==> src/sfr_pkg.sv <==
// ---------------------------------------------------------------------------
// sfr_pkg: shared types and constants for the stream find/replace unit
// Holds register indexes, result kinds and the controller/datapath links.
// ---------------------------------------------------------------------------
package sfr_pkg;

  localparam int PatMax   = 16;
  localparam int CntWidth = 32;
  localparam int HeldW    = 5;   // holds 0..PatMax
  localparam int IdxW     = 4;   // indexes 0..PatMax-1

  localparam logic [7:0] ChLf = 8'h0A;
  localparam logic [7:0] ChCr = 8'h0D;

  typedef enum logic [2:0] {
    REG_PAT_LO  = 3'd0,
    REG_PAT_HI  = 3'd1,
    REG_PAT_LEN = 3'd2,
    REG_REP_LO  = 3'd3,
    REG_REP_HI  = 3'd4,
    REG_REP_LEN = 3'd5,
    REG_ICASE   = 3'd6,
    REG_RMODE   = 3'd7
  } reg_idx_e;

  typedef enum logic [1:0] {
    KIND_BYTE   = 2'd0,
    KIND_MATCH  = 2'd1,
    KIND_END    = 2'd2
  } kind_e;

  // datapath operations ordered by the controller
  typedef enum logic [2:0] {
    OP_NONE    = 3'd0,
    OP_PUSH    = 3'd1,  // append input byte to the hold buffer
    OP_RELEASE = 3'd2,  // drop front held byte, count it, maybe emit it
    OP_MATCH   = 3'd3,  // report match, start replacement
    OP_REP     = 3'd4,  // emit one replacement byte
    OP_CNTPAT  = 3'd5,  // count one matched byte in find mode
    OP_END     = 3'd6,  // end marker and restart
    OP_FINISH  = 3'd7   // clear hold after match
  } op_e;

  typedef struct packed {
    op_e             op;
    logic            emit;   // push a result beat into the output register
    logic            last;
    logic            latch;  // capture the accepted input byte
    logic [IdxW-1:0] idx;    // replacement / matched byte index
  } cmd_t;

  typedef struct packed {
    logic [HeldW-1:0] held_count;
    logic             prefix_ok;       // held bytes form a pattern prefix
    logic             prefix_next_ok;  // held bytes after the front one do
    logic             first_ok;        // captured byte opens the pattern
    logic [HeldW-1:0] plen;
    logic [HeldW-1:0] rlen;
    logic             rmode;
    logic             out_busy;    // output register still full
  } stat_t;

  function automatic logic [CntWidth-1:0] sat_inc(input logic [CntWidth-1:0] v);
    return (&v) ? v : v + 1'b1;
  endfunction

endpackage

==> src/sfr_datapath.sv <==
// ---------------------------------------------------------------------------
// sfr_datapath: hold buffer, counters, configuration and output register
// Executes one controller command a cycle.
// ---------------------------------------------------------------------------
module sfr_datapath (
  input  logic                        clk_i,
  input  logic                        rst_ni,
  input  logic                        cfg_valid_i,
  input  logic [2:0]                  cfg_index_i,
  input  logic [63:0]                 cfg_data_i,
  input  logic [7:0]                  in_byte_i,
  input  sfr_pkg::cmd_t               cmd_i,
  output sfr_pkg::stat_t              stat_o,
  output logic                        out_valid_o,
  input  logic                        out_stall_i,
  output logic [1:0]                  kind_o,
  output logic [7:0]                  out_byte_o,
  output logic [31:0]                 line_number_o,
  output logic [31:0]                 match_offset_o,
  output logic                        last_o
);

  logic [63:0] pat_lo_q, pat_hi_q, rep_lo_q, rep_hi_q;
  logic [4:0]  pat_len_q, rep_len_q;
  logic        icase_q, rmode_q;

  logic [7:0]  held_q [sfr_pkg::PatMax];
  logic [sfr_pkg::HeldW-1:0] held_cnt_q;
  logic [sfr_pkg::CntWidth-1:0] line_q, in_pos_q, out_pos_q;
  logic        prev_cr_q;
  logic [7:0]  in_q;
  logic [7:0]  push_b;

  logic [127:0] pat_w, rep_w;
  assign pat_w = {pat_hi_q, pat_lo_q};
  assign rep_w = {rep_hi_q, rep_lo_q};

  // the accepted byte is used directly, later from the capture register
  assign push_b = cmd_i.latch ? in_byte_i : in_q;

  function automatic logic [7:0] fold(input logic [7:0] b, input logic ic);
    return (ic && b >= 8'h41 && b <= 8'h5A) ? b + 8'h20 : b;
  endfunction

  logic [sfr_pkg::HeldW-1:0] plen, rlen;
  always_comb begin
    plen = (pat_len_q == '0) ? 5'd1 : (pat_len_q > 5'd16 ? 5'd16 : pat_len_q);
    rlen = (rep_len_q > 5'd16) ? 5'd16 : rep_len_q;
  end

  // per-entry compare, independent lanes
  logic prefix_ok;
  always_comb begin
    prefix_ok = 1'b1;
    for (int i = 0; i < sfr_pkg::PatMax; i++) begin
      if (5'(i) < held_cnt_q &&
          fold(held_q[i], icase_q) != fold(pat_w[i*8 +: 8], icase_q))
        prefix_ok = 1'b0;
    end
  end

  // same compare one entry on, as it stands once the front byte leaves
  logic prefix_next_ok;
  always_comb begin
    prefix_next_ok = 1'b1;
    for (int i = 0; i < sfr_pkg::PatMax - 1; i++) begin
      if (5'(i + 1) < held_cnt_q &&
          fold(held_q[i+1], icase_q) != fold(pat_w[i*8 +: 8], icase_q))
        prefix_next_ok = 1'b0;
    end
  end

  logic first_ok;
  assign first_ok = (fold(in_q, icase_q) == fold(pat_w[7:0], icase_q));

  logic out_busy;
  assign out_busy = out_valid_o && out_stall_i;

  assign stat_o = '{held_count: held_cnt_q, prefix_ok: prefix_ok,
                    prefix_next_ok: prefix_next_ok, first_ok: first_ok, plen: plen,
                    rlen: rlen, rmode: rmode_q, out_busy: out_busy};

  // line accounting for byte b
  logic [7:0] acc_b;
  logic       acc_en;
  logic [sfr_pkg::CntWidth-1:0] line_d;
  logic       prev_cr_d;
  always_comb begin
    line_d    = line_q;
    prev_cr_d = prev_cr_q;
    if (cmd_i.op == sfr_pkg::OP_END) begin
      line_d    = sfr_pkg::CntWidth'(1);
      prev_cr_d = 1'b0;
    end else if (acc_en) begin
      if (acc_b == sfr_pkg::ChLf) begin
        if (!prev_cr_q) line_d = sfr_pkg::sat_inc(line_q);
        prev_cr_d = 1'b0;
      end else if (acc_b == sfr_pkg::ChCr) begin
        line_d = sfr_pkg::sat_inc(line_q);
        prev_cr_d = 1'b1;
      end else begin
        prev_cr_d = 1'b0;
      end
    end
  end

  logic [7:0] rep_b;
  assign rep_b = rep_w[cmd_i.idx*8 +: 8];

  always_comb begin
    acc_en = 1'b0;
    acc_b  = held_q[0];
    case (cmd_i.op)
      sfr_pkg::OP_RELEASE: acc_en = 1'b1;
      sfr_pkg::OP_REP:     begin acc_en = 1'b1; acc_b = rep_b; end
      sfr_pkg::OP_CNTPAT:  begin acc_en = 1'b1; acc_b = held_q[cmd_i.idx]; end
      default: ;
    endcase
  end

  // saturating add of plen to the input position for the match
  logic [sfr_pkg::CntWidth:0] pos_sum;
  assign pos_sum = {1'b0, in_pos_q} + {{(sfr_pkg::CntWidth+1-5){1'b0}}, plen};

  always_ff @(posedge clk_i or negedge rst_ni) begin
    if (!rst_ni) begin
      pat_lo_q <= '0; pat_hi_q <= '0; rep_lo_q <= '0; rep_hi_q <= '0;
      pat_len_q <= 5'd1; rep_len_q <= '0; icase_q <= 1'b0; rmode_q <= 1'b0;
      held_cnt_q <= '0;
      line_q <= sfr_pkg::CntWidth'(1);
      prev_cr_q <= 1'b0;
      in_pos_q <= '0;
      out_pos_q <= '0;
      out_valid_o <= 1'b0;
    end else begin
      if (cfg_valid_i) begin
        case (sfr_pkg::reg_idx_e'(cfg_index_i))
          sfr_pkg::REG_PAT_LO:  pat_lo_q  <= cfg_data_i;
          sfr_pkg::REG_PAT_HI:  pat_hi_q  <= cfg_data_i;
          sfr_pkg::REG_PAT_LEN: pat_len_q <= cfg_data_i[4:0];
          sfr_pkg::REG_REP_LO:  rep_lo_q  <= cfg_data_i;
          sfr_pkg::REG_REP_HI:  rep_hi_q  <= cfg_data_i;
          sfr_pkg::REG_REP_LEN: rep_len_q <= cfg_data_i[4:0];
          sfr_pkg::REG_ICASE:   icase_q   <= cfg_data_i[0];
          sfr_pkg::REG_RMODE:   rmode_q   <= cfg_data_i[0];
          default: ;
        endcase
      end
      out_valid_o <= cmd_i.emit || (out_valid_o && out_stall_i);
      line_q    <= line_d;
      prev_cr_q <= prev_cr_d;
      case (cmd_i.op)
        sfr_pkg::OP_PUSH: held_cnt_q <= held_cnt_q + 1'b1;
        sfr_pkg::OP_RELEASE: begin
          held_cnt_q <= held_cnt_q - 1'b1;
          in_pos_q <= sfr_pkg::sat_inc(in_pos_q);
          if (rmode_q) out_pos_q <= sfr_pkg::sat_inc(out_pos_q);
        end
        sfr_pkg::OP_MATCH:
          in_pos_q <= pos_sum[sfr_pkg::CntWidth] ? '1 : pos_sum[sfr_pkg::CntWidth-1:0];
        sfr_pkg::OP_REP: out_pos_q <= sfr_pkg::sat_inc(out_pos_q);
        sfr_pkg::OP_FINISH: held_cnt_q <= '0;
        sfr_pkg::OP_END: begin
          held_cnt_q <= '0;
          in_pos_q <= '0;
          out_pos_q <= '0;
        end
        default: ;
      endcase
    end
  end

  // hold buffer and output payload
  always_ff @(posedge clk_i) begin
    if (cmd_i.latch) in_q <= in_byte_i;
    case (cmd_i.op)
      sfr_pkg::OP_PUSH: held_q[held_cnt_q[sfr_pkg::IdxW-1:0]] <= push_b;
      sfr_pkg::OP_RELEASE:
        for (int i = 0; i < sfr_pkg::PatMax - 1; i++) held_q[i] <= held_q[i+1];
      default: ;
    endcase
    if (cmd_i.emit) begin
      last_o <= cmd_i.last;
      case (cmd_i.op)
        sfr_pkg::OP_RELEASE, sfr_pkg::OP_REP: begin
          kind_o <= sfr_pkg::KIND_BYTE;
          out_byte_o <= (cmd_i.op == sfr_pkg::OP_REP) ? rep_b : held_q[0];
          line_number_o <= '0;
          match_offset_o <= '0;
        end
        sfr_pkg::OP_MATCH: begin
          kind_o <= sfr_pkg::KIND_MATCH;
          out_byte_o <= '0;
          line_number_o <= line_q[31:0];
          match_offset_o <= rmode_q ? out_pos_q[31:0] : in_pos_q[31:0];
        end
        default: begin
          kind_o <= sfr_pkg::KIND_END;
          out_byte_o <= '0;
          line_number_o <= line_q[31:0];
          match_offset_o <= rmode_q ? out_pos_q[31:0] : in_pos_q[31:0];
        end
      endcase
    end
  end

  assert property (@(posedge clk_i) disable iff (!rst_ni)
    held_cnt_q <= 5'd16) else $error("hold count overflow");
  assert property (@(posedge clk_i) disable iff (!rst_ni)
    cmd_i.emit |-> !out_busy) else $error("beat overwritten");
  assert property (@(posedge clk_i) disable iff (!rst_ni)
    cmd_i.op == sfr_pkg::OP_RELEASE |-> held_cnt_q != '0) else $error("release empty");

endmodule

==> src/sfr_ctrl.sv <==
// ---------------------------------------------------------------------------
// sfr_ctrl: sequencer for the stream find/replace unit
// Walks one input item through push, release, match, replacement, counting and end steps.
// ---------------------------------------------------------------------------
module sfr_ctrl (
  input  logic           clk_i,
  input  logic           rst_ni,
  input  logic           in_valid_i,
  output logic           in_stall_o,
  input  logic           eos_i,
  input  sfr_pkg::stat_t stat_i,
  output sfr_pkg::cmd_t  cmd_o
);

  typedef enum logic [2:0] {
    ST_IDLE, ST_PREFLUSH, ST_SCAN, ST_REP, ST_CNT, ST_FIN, ST_FLUSH
  } state_e;

  state_e state_q, state_d;
  logic [sfr_pkg::IdxW-1:0] idx_q, idx_d;
  logic in_take;

  assign in_stall_o = (state_q != ST_IDLE);
  assign in_take = in_valid_i && !in_stall_o;

  always_comb begin
    state_d = state_q;
    idx_d = idx_q;
    cmd_o = '{op: sfr_pkg::OP_NONE, emit: 1'b0, last: 1'b0, latch: 1'b0, idx: idx_q};
    case (state_q)
      ST_IDLE: if (in_take) begin
        cmd_o.latch = 1'b1;
        state_d = eos_i ? ST_FLUSH :
                  (stat_i.held_count >= stat_i.plen ? ST_PREFLUSH : ST_SCAN);
        if (!eos_i && stat_i.held_count < stat_i.plen) cmd_o.op = sfr_pkg::OP_PUSH;
      end
      ST_PREFLUSH: if (!stat_i.out_busy || !stat_i.rmode) begin
        if (stat_i.held_count != '0) begin
          cmd_o.op = sfr_pkg::OP_RELEASE;
          cmd_o.emit = stat_i.rmode;
          // final beat when the new byte then waits as a bare prefix
          cmd_o.last = (stat_i.held_count == 5'd1) && stat_i.first_ok &&
                       (stat_i.plen != 5'd1);
        end else begin
          cmd_o.op = sfr_pkg::OP_PUSH;
          state_d = ST_SCAN;
        end
      end
      ST_SCAN: begin
        if (stat_i.held_count == stat_i.plen && stat_i.prefix_ok) begin
          if (!stat_i.out_busy) begin
            cmd_o.op = sfr_pkg::OP_MATCH;
            cmd_o.emit = 1'b1;
            idx_d = '0;
            if (stat_i.rmode && stat_i.rlen != '0) state_d = ST_REP;
            else if (stat_i.rmode) begin
              cmd_o.last = 1'b1;
              state_d = ST_CNT;  // finish with no counting
            end else begin
              cmd_o.last = 1'b1;
              state_d = ST_CNT;
            end
          end
        end else if (!stat_i.prefix_ok && stat_i.held_count != '0) begin
          if (!stat_i.out_busy || !stat_i.rmode) begin
            cmd_o.op = sfr_pkg::OP_RELEASE;
            cmd_o.emit = stat_i.rmode;
            cmd_o.last = stat_i.prefix_next_ok;
          end
        end else begin
          state_d = ST_IDLE;
        end
      end
      ST_REP: if (!stat_i.out_busy) begin
        cmd_o.op = sfr_pkg::OP_REP;
        cmd_o.emit = 1'b1;
        cmd_o.last = ({1'b0, idx_q} == stat_i.rlen - 1'b1);
        if (cmd_o.last) begin
          state_d = ST_CNT;
          idx_d = '0;
        end else idx_d = idx_q + 1'b1;
      end
      ST_CNT: begin
        if (!stat_i.rmode) begin
          cmd_o.op = sfr_pkg::OP_CNTPAT;
          if ({1'b0, idx_q} == stat_i.plen - 1'b1) begin
            idx_d = '0;
            state_d = ST_FIN;
          end else idx_d = idx_q + 1'b1;
        end else begin
          cmd_o.op = sfr_pkg::OP_FINISH;
          state_d = ST_IDLE;
        end
      end
      ST_FIN: begin
        cmd_o.op = sfr_pkg::OP_FINISH;
        state_d = ST_IDLE;
      end
      ST_FLUSH: if (!stat_i.out_busy || !stat_i.rmode) begin
        if (stat_i.held_count != '0) begin
          cmd_o.op = sfr_pkg::OP_RELEASE;
          cmd_o.emit = stat_i.rmode;
        end else if (!stat_i.out_busy) begin
          cmd_o.op = sfr_pkg::OP_END;
          cmd_o.emit = 1'b1;
          cmd_o.last = 1'b1;
          state_d = ST_IDLE;
        end
      end
      default: state_d = ST_IDLE;
    endcase
  end

  always_ff @(posedge clk_i or negedge rst_ni) begin
    if (!rst_ni) begin
      state_q <= ST_IDLE;
      idx_q <= '0;
    end else begin
      state_q <= state_d;
      idx_q <= idx_d;
    end
  end

  assert property (@(posedge clk_i) disable iff (!rst_ni)
    cmd_o.op == sfr_pkg::OP_PUSH |-> stat_i.held_count < stat_i.plen)
    else $error("push into full hold");
  assert property (@(posedge clk_i) disable iff (!rst_ni)
    state_q == ST_REP |-> stat_i.rmode) else $error("replacement in find mode");
  assert property (@(posedge clk_i) disable iff (!rst_ni)
    cmd_o.op == sfr_pkg::OP_END |=> stat_i.held_count == '0)
    else $error("hold not cleared at end");

endmodule

==> src/stream_find_replace_unit.sv <==
// ---------------------------------------------------------------------------
// stream_find_replace_unit: streaming literal find and replace
// One byte per item; match reports, rewritten bytes in replace mode and an end marker out.
// ---------------------------------------------------------------------------
// Each byte is taken in, then released held bytes, a match report and the
// replacement bytes follow in turn; in find mode each matched byte then
// updates the line counts, and a closing step clears the hold. A byte
// arriving after the pattern was shrunk first flushes the held bytes and is
// then stored. End of stream is taken in, flushes the held bytes and then
// gives the end marker.
// The output register holds one beat, so a stalled output holds the sequencer whenever it has a beat to give.
// The last flag marks the final beat of every item that gives results.
module stream_find_replace_unit (
  input  logic        clk_i,
  input  logic        rst_ni,
  input  logic        cfg_valid_i,
  output logic        cfg_ready_o,
  input  logic [2:0]  cfg_index_i,
  input  logic [63:0] cfg_data_i,
  input  logic        in_valid_i,
  output logic        in_stall_o,
  input  logic [7:0]  data_byte_i,
  input  logic        end_of_stream_i,
  output logic        out_valid_o,
  input  logic        out_stall_i,
  output logic [1:0]  kind_o,
  output logic [7:0]  out_byte_o,
  output logic [31:0] line_number_o,
  output logic [31:0] match_offset_o,
  output logic        last_o
);

  sfr_pkg::cmd_t  cmd;
  sfr_pkg::stat_t stat;

  assign cfg_ready_o = 1'b1;

  sfr_ctrl u_ctrl (
    .clk_i, .rst_ni, .in_valid_i, .in_stall_o,
    .eos_i(end_of_stream_i), .stat_i(stat), .cmd_o(cmd)
  );

  sfr_datapath u_dp (
    .clk_i, .rst_ni, .cfg_valid_i, .cfg_index_i, .cfg_data_i,
    .in_byte_i(data_byte_i), .cmd_i(cmd), .stat_o(stat),
    .out_valid_o, .out_stall_i, .kind_o, .out_byte_o,
    .line_number_o, .match_offset_o, .last_o
  );

endmodule
==> config.mk <==
export PLATFORM = sky130hd
export DESIGN_NAME = stream_find_replace_unit
export DESIGN_NICKNAME = d
export VERILOG_FILES = /design/src/sfr_pkg.sv /design/src/sfr_datapath.sv /design/src/sfr_ctrl.sv /design/src/stream_find_replace_unit.sv
export SDC_FILE = /design/constraint.sdc
export NUM_CORES = 1
export LEC_CHECK = 0
export BUFFER_PORTS_ARGS = -buffer_cell sky130_fd_sc_hd__clkbuf_2
export CAP_MARGIN = 20
export CORE_MARGIN = 2
export CORE_UTILIZATION = 60
export DETAILED_ROUTE_END_ITERATION = 10
export GPL_TIMING_DRIVEN = 0
export PLACE_DENSITY = 0.79
export SETUP_SLACK_MARGIN = 0.02
export SLEW_MARGIN = 20
export SYNTH_ARGS = -nofsm -noshare
export SYNTH_HDL_FRONTEND = slang
export SYNTH_SLANG_ARGS = --single-unit
==> constraint.sdc <==
create_clock -name clk_i -period 16.35 [get_ports clk_i]
set_input_delay 1.635 -clock clk_i [delete_from_list [all_inputs] [get_ports clk_i]]
set_output_delay 1.635 -clock clk_i [all_outputs]
set_load 0.02 [all_outputs]
==> impl_metrics.json <==
{
  "grt_pass1_wl_mm": 182.7,
  "yosysSeqAreaShare_pct": 45.82,
  "synth_ff_type": "dfrtp_1",
  "grt_max_degree": 100,
  "relSlewSlack_pct": 17.99,
  "tightest_slew_ps": 1230,
  "die_h_um": 243.1,
  "cts_tree": "done",
  "htree_num_levels": 3,
  "synth_cell_type_count": 94,
  "rrSetupSlack_ps": 8050,
  "setup_violations": 0,
  "areaGrowthSynthToFinish_pct": 12.35,
  "hold_path.class": "reg -> reg",
  "r2r_cells": 17,
  "core_area_mm2": 0.05650,
  "synth-edff-count": 203,
  "die_area_mm2": 0.05910,
  "endpoint": "u_dp.held_q[7][4]",
  "ys_warn_count": 0,
  "fillCellCount": 4274,
  "layout_commonest_cell": "dfrtp_1",
  "holdPathStages": 1,
  "cp.required_ps": 16720,
  "setup_tns_ps": 0,
  "io-pin-count": 159,
  "rows": 87,
  "vias": 29350,
  "critPathKind": "reg -> reg",
  "cp-startpoint": "u_dp.icase_q",
  "fmax_mhz": 120.5,
  "initial_utilization_pct": 60.72,
  "numCtsBuffers": 67,
  "ys_ff_latch": 589,
  "dp_hpwl_mm": 92.30,
  "drive_gt1_share_pct": 17.88,
  "grt_overflow_total": 0,
  "final_cell_mix": "dfrtp_1 (376), mux2_2 (240), edfxtp_1 (203), nand2_1 (199), nor2_1 (190)",
  "startpoint_type": "flop",
  "vias_per_cell": 6.834,
  "critical_path.reg2reg.startpoint": "u_dp.icase_q",
  "synth_compound_area_share_pct": 14.64,
  "p_leak_uw": 0.01521,
  "post_drt_wl_per_cell_um": 28.64,
  "ir_worst_vdd_mv": 0.1257,
  "clockBufferDepth": 3,
  "finalHoldViolCount": 0,
  "antenna_found_initial": 1,
  "post_dp_cell_area_mm2": 0.03623,
  "worst_ep_arrival_time_ps": 8670,
  "cap_violations": 0,
  "fp.dieW_um": 243.1,
  "synth_top_area_share_pct": 27.43,
  "critPathCaptureType": "flop",
  "nNetsFinal": 3619,
  "postCtsSetupBuffers": 0,
  "synth_largest_area_cell": "dfrtp_1",
  "finClkSkew_ps": 20.59,
  "worstSkewPairLatency_ps": 640,
  "cts-resized-gates": 0,
  "synthXorXnorAreaFrac_pct": 6.919,
  "place_congestion": 1.051,
  "postRouteAntennaNets": 0,
  "synthTopCellsByArea": "dfrtp_1 (27%), edfxtp_1 (18%), mux2_2 (7.9%), xnor2_1 (3.9%), mux4_2 (3.2%)",
  "period_minus_slack_ps": 8301,
  "port_buffers": 156,
  "r2r-end": "u_dp.held_q[7][4]",
  "maxSlewViolCount": 0,
  "drt-total-wl_mm": 123.0,
  "holdBufCountCts": 0,
  "first_pass_iters": 6,
  "p_total_uw": 8022,
  "synth_fa_ha_area_share_pct": 2.101,
  "gr-usage-all-layers_pct": 41.66,
  "synth-simple-area-share_pct": 13.77,
  "final_area_mm2": 0.03854,
  "root_buffer": "clkbuf_16",
  "crit_fanout": 11,
  "synth_mux_area_share_pct": 13.36,
  "rsz0062_at_grt": "false",
  "synthCells": 3248,
  "outcome": "complete, no violations",
  "power.density_mw_per_mm2": 208.2,
  "syn_area_per_cell_um2": 10.56,
  "grt_pass1_vias": 28950,
  "drc": 0,
  "period_share_pct": 50.77,
  "drt_iter0_drc": 3513,
  "syn_area_mm2": 0.03430,
  "clock_sinks": 589,
  "synth_top_family_by_area": "compound AO/OA/AOI/OAI gates",
  "syn_nets": 3386,
  "cts.clk_slew.worst_paths_ps": 60,
  "async_flop_share_pct": 64.18
}
## worst min path at each step
stage	startpoint	end	slack [ps]
after floorplan	u_dp.line_q[3]	u_dp.line_q[3]	460
after detailed placement	u_dp.rep_lo_q[29]	u_dp.rep_lo_q[29]	490
after global routing	u_dp.rep_hi_q[29]	u_dp.rep_hi_q[29]	520
final	u_dp.rep_lo_q[25]	u_dp.rep_lo_q[25]	500
after global placement	u_dp.rep_lo_q[29]	u_dp.rep_lo_q[29]	480
after CTS	u_dp.rep_lo_q[28]	u_dp.rep_lo_q[28]	500
## cell usage after synthesis, drive strengths merged, types with 20 or more instances
library cell  number
a21boi            34
edfxtp           203
o41ai             22
nor2             190
o21a              97
ha                56
nor4              35
buf               41
nand2            201
nor3             103
inv              109
nand4             40
o21ai            171
o31ai             20
a31oi             38
nand3            108
a21oi            142
dfrtp            376
xnor2            154
and3              63
mux4              48
xor2             117
clkbuf           143
mux2i             80
a21o              25
or3               48
mux2             240
or4               33
## routing by layer
layer  global-route usage (%)  part of all wire, %  wire length, um
met4                    32.66                  9.4            11540
met2                    65.34                   45            55740
met3                    9.089                  9.7            11900
met1                    50.05                   36            43810
met5                        0                    0                0
## registers in the layout, indices dropped and copies added (netlist names), 2 cells and up
| name | count |
|---|---|
| u_dp.pat_len_q | 5 |
| u_dp.in_pos_q | 32 |
| u_dp.rep_lo_q | 64 |
| u_dp.held_q | 128 |
| u_dp.line_number_o | 32 |
| u_dp.match_offset_o | 32 |
| u_dp.rep_len_q | 5 |
| u_ctrl.state_q | 3 |
| u_dp.out_pos_q | 32 |
| u_dp.line_q | 32 |
| u_ctrl.idx_q | 4 |
| u_dp.rep_hi_q | 64 |
| u_dp.kind_o | 2 |
| u_dp.pat_lo_q | 64 |
| u_dp.pat_hi_q | 64 |
| u_dp.out_byte_o | 8 |
| u_dp.held_cnt_q | 5 |
| u_dp.in_q | 8 |
## kinds of logic (layout without fill, tap and decap cells)
family	after synthesis	in the layout
AND/OR/NAND/NOR	928	928
AO/OA/AOI/OAI	741	741
flip-flops	589	589
multiplexers	368	368
buffers and inverters	293	580
XOR/XNOR	271	271
adder cells (fa/ha/maj)	57	57
other	1	5
## critical path, cell delays in order (launching register included)
cell and delay [ps]:
dfrtp_1 590, buf_2 520, buf_2 560, o221ai_1 310, o41ai_1 950, xnor2_1 190
nand4_1 350, o41ai_1 760, o211ai_1 290, or4b_1 590, buf_2 200, o21a_1 290
o21ai_1 330, buf_2 290, buf_2 460, nand2_1 510, clkbuf_1 540, o21a_1 250
## report_power, final
group          total, uW  internal (uW)  switching (uW)  leakage, uW
Clock               1590            922             664      0.00111
Combinational       3630           1300            2330      0.00741
Sequential          2810           2220             589      0.00668
## metrics by stage
step	worst slack [ps]	instances	utilization [%]	hold WS (ps)
2_1_floorplan	10550	3248	-	463.6
3_3_place_gp	5377	4160	63.77	481.2
3_5_place_dp	8402	4168	64.13	488.9
4_1_cts	8390	4291	68.20	504.1
5_1_grt	8148	4291	68.20	517.3
6_report	8049	4295	68.22	503.1
## final cells by class
class	instances	area (um2)	share of cell area (%)
diodes	4	10.01	0.02597
well taps	756	945.9	2.454
clock buffers	89	1851	4.801
inverters	109	409.1	1.062
flip-flops and latches	589	15720	40.78
multi-input cells	2366	17460	45.30
clock inverters	34	450.4	1.169
repair buffers	164	945.9	2.454
plain buffers	184	750.7	1.948
(Power assumes the default switching activity.)
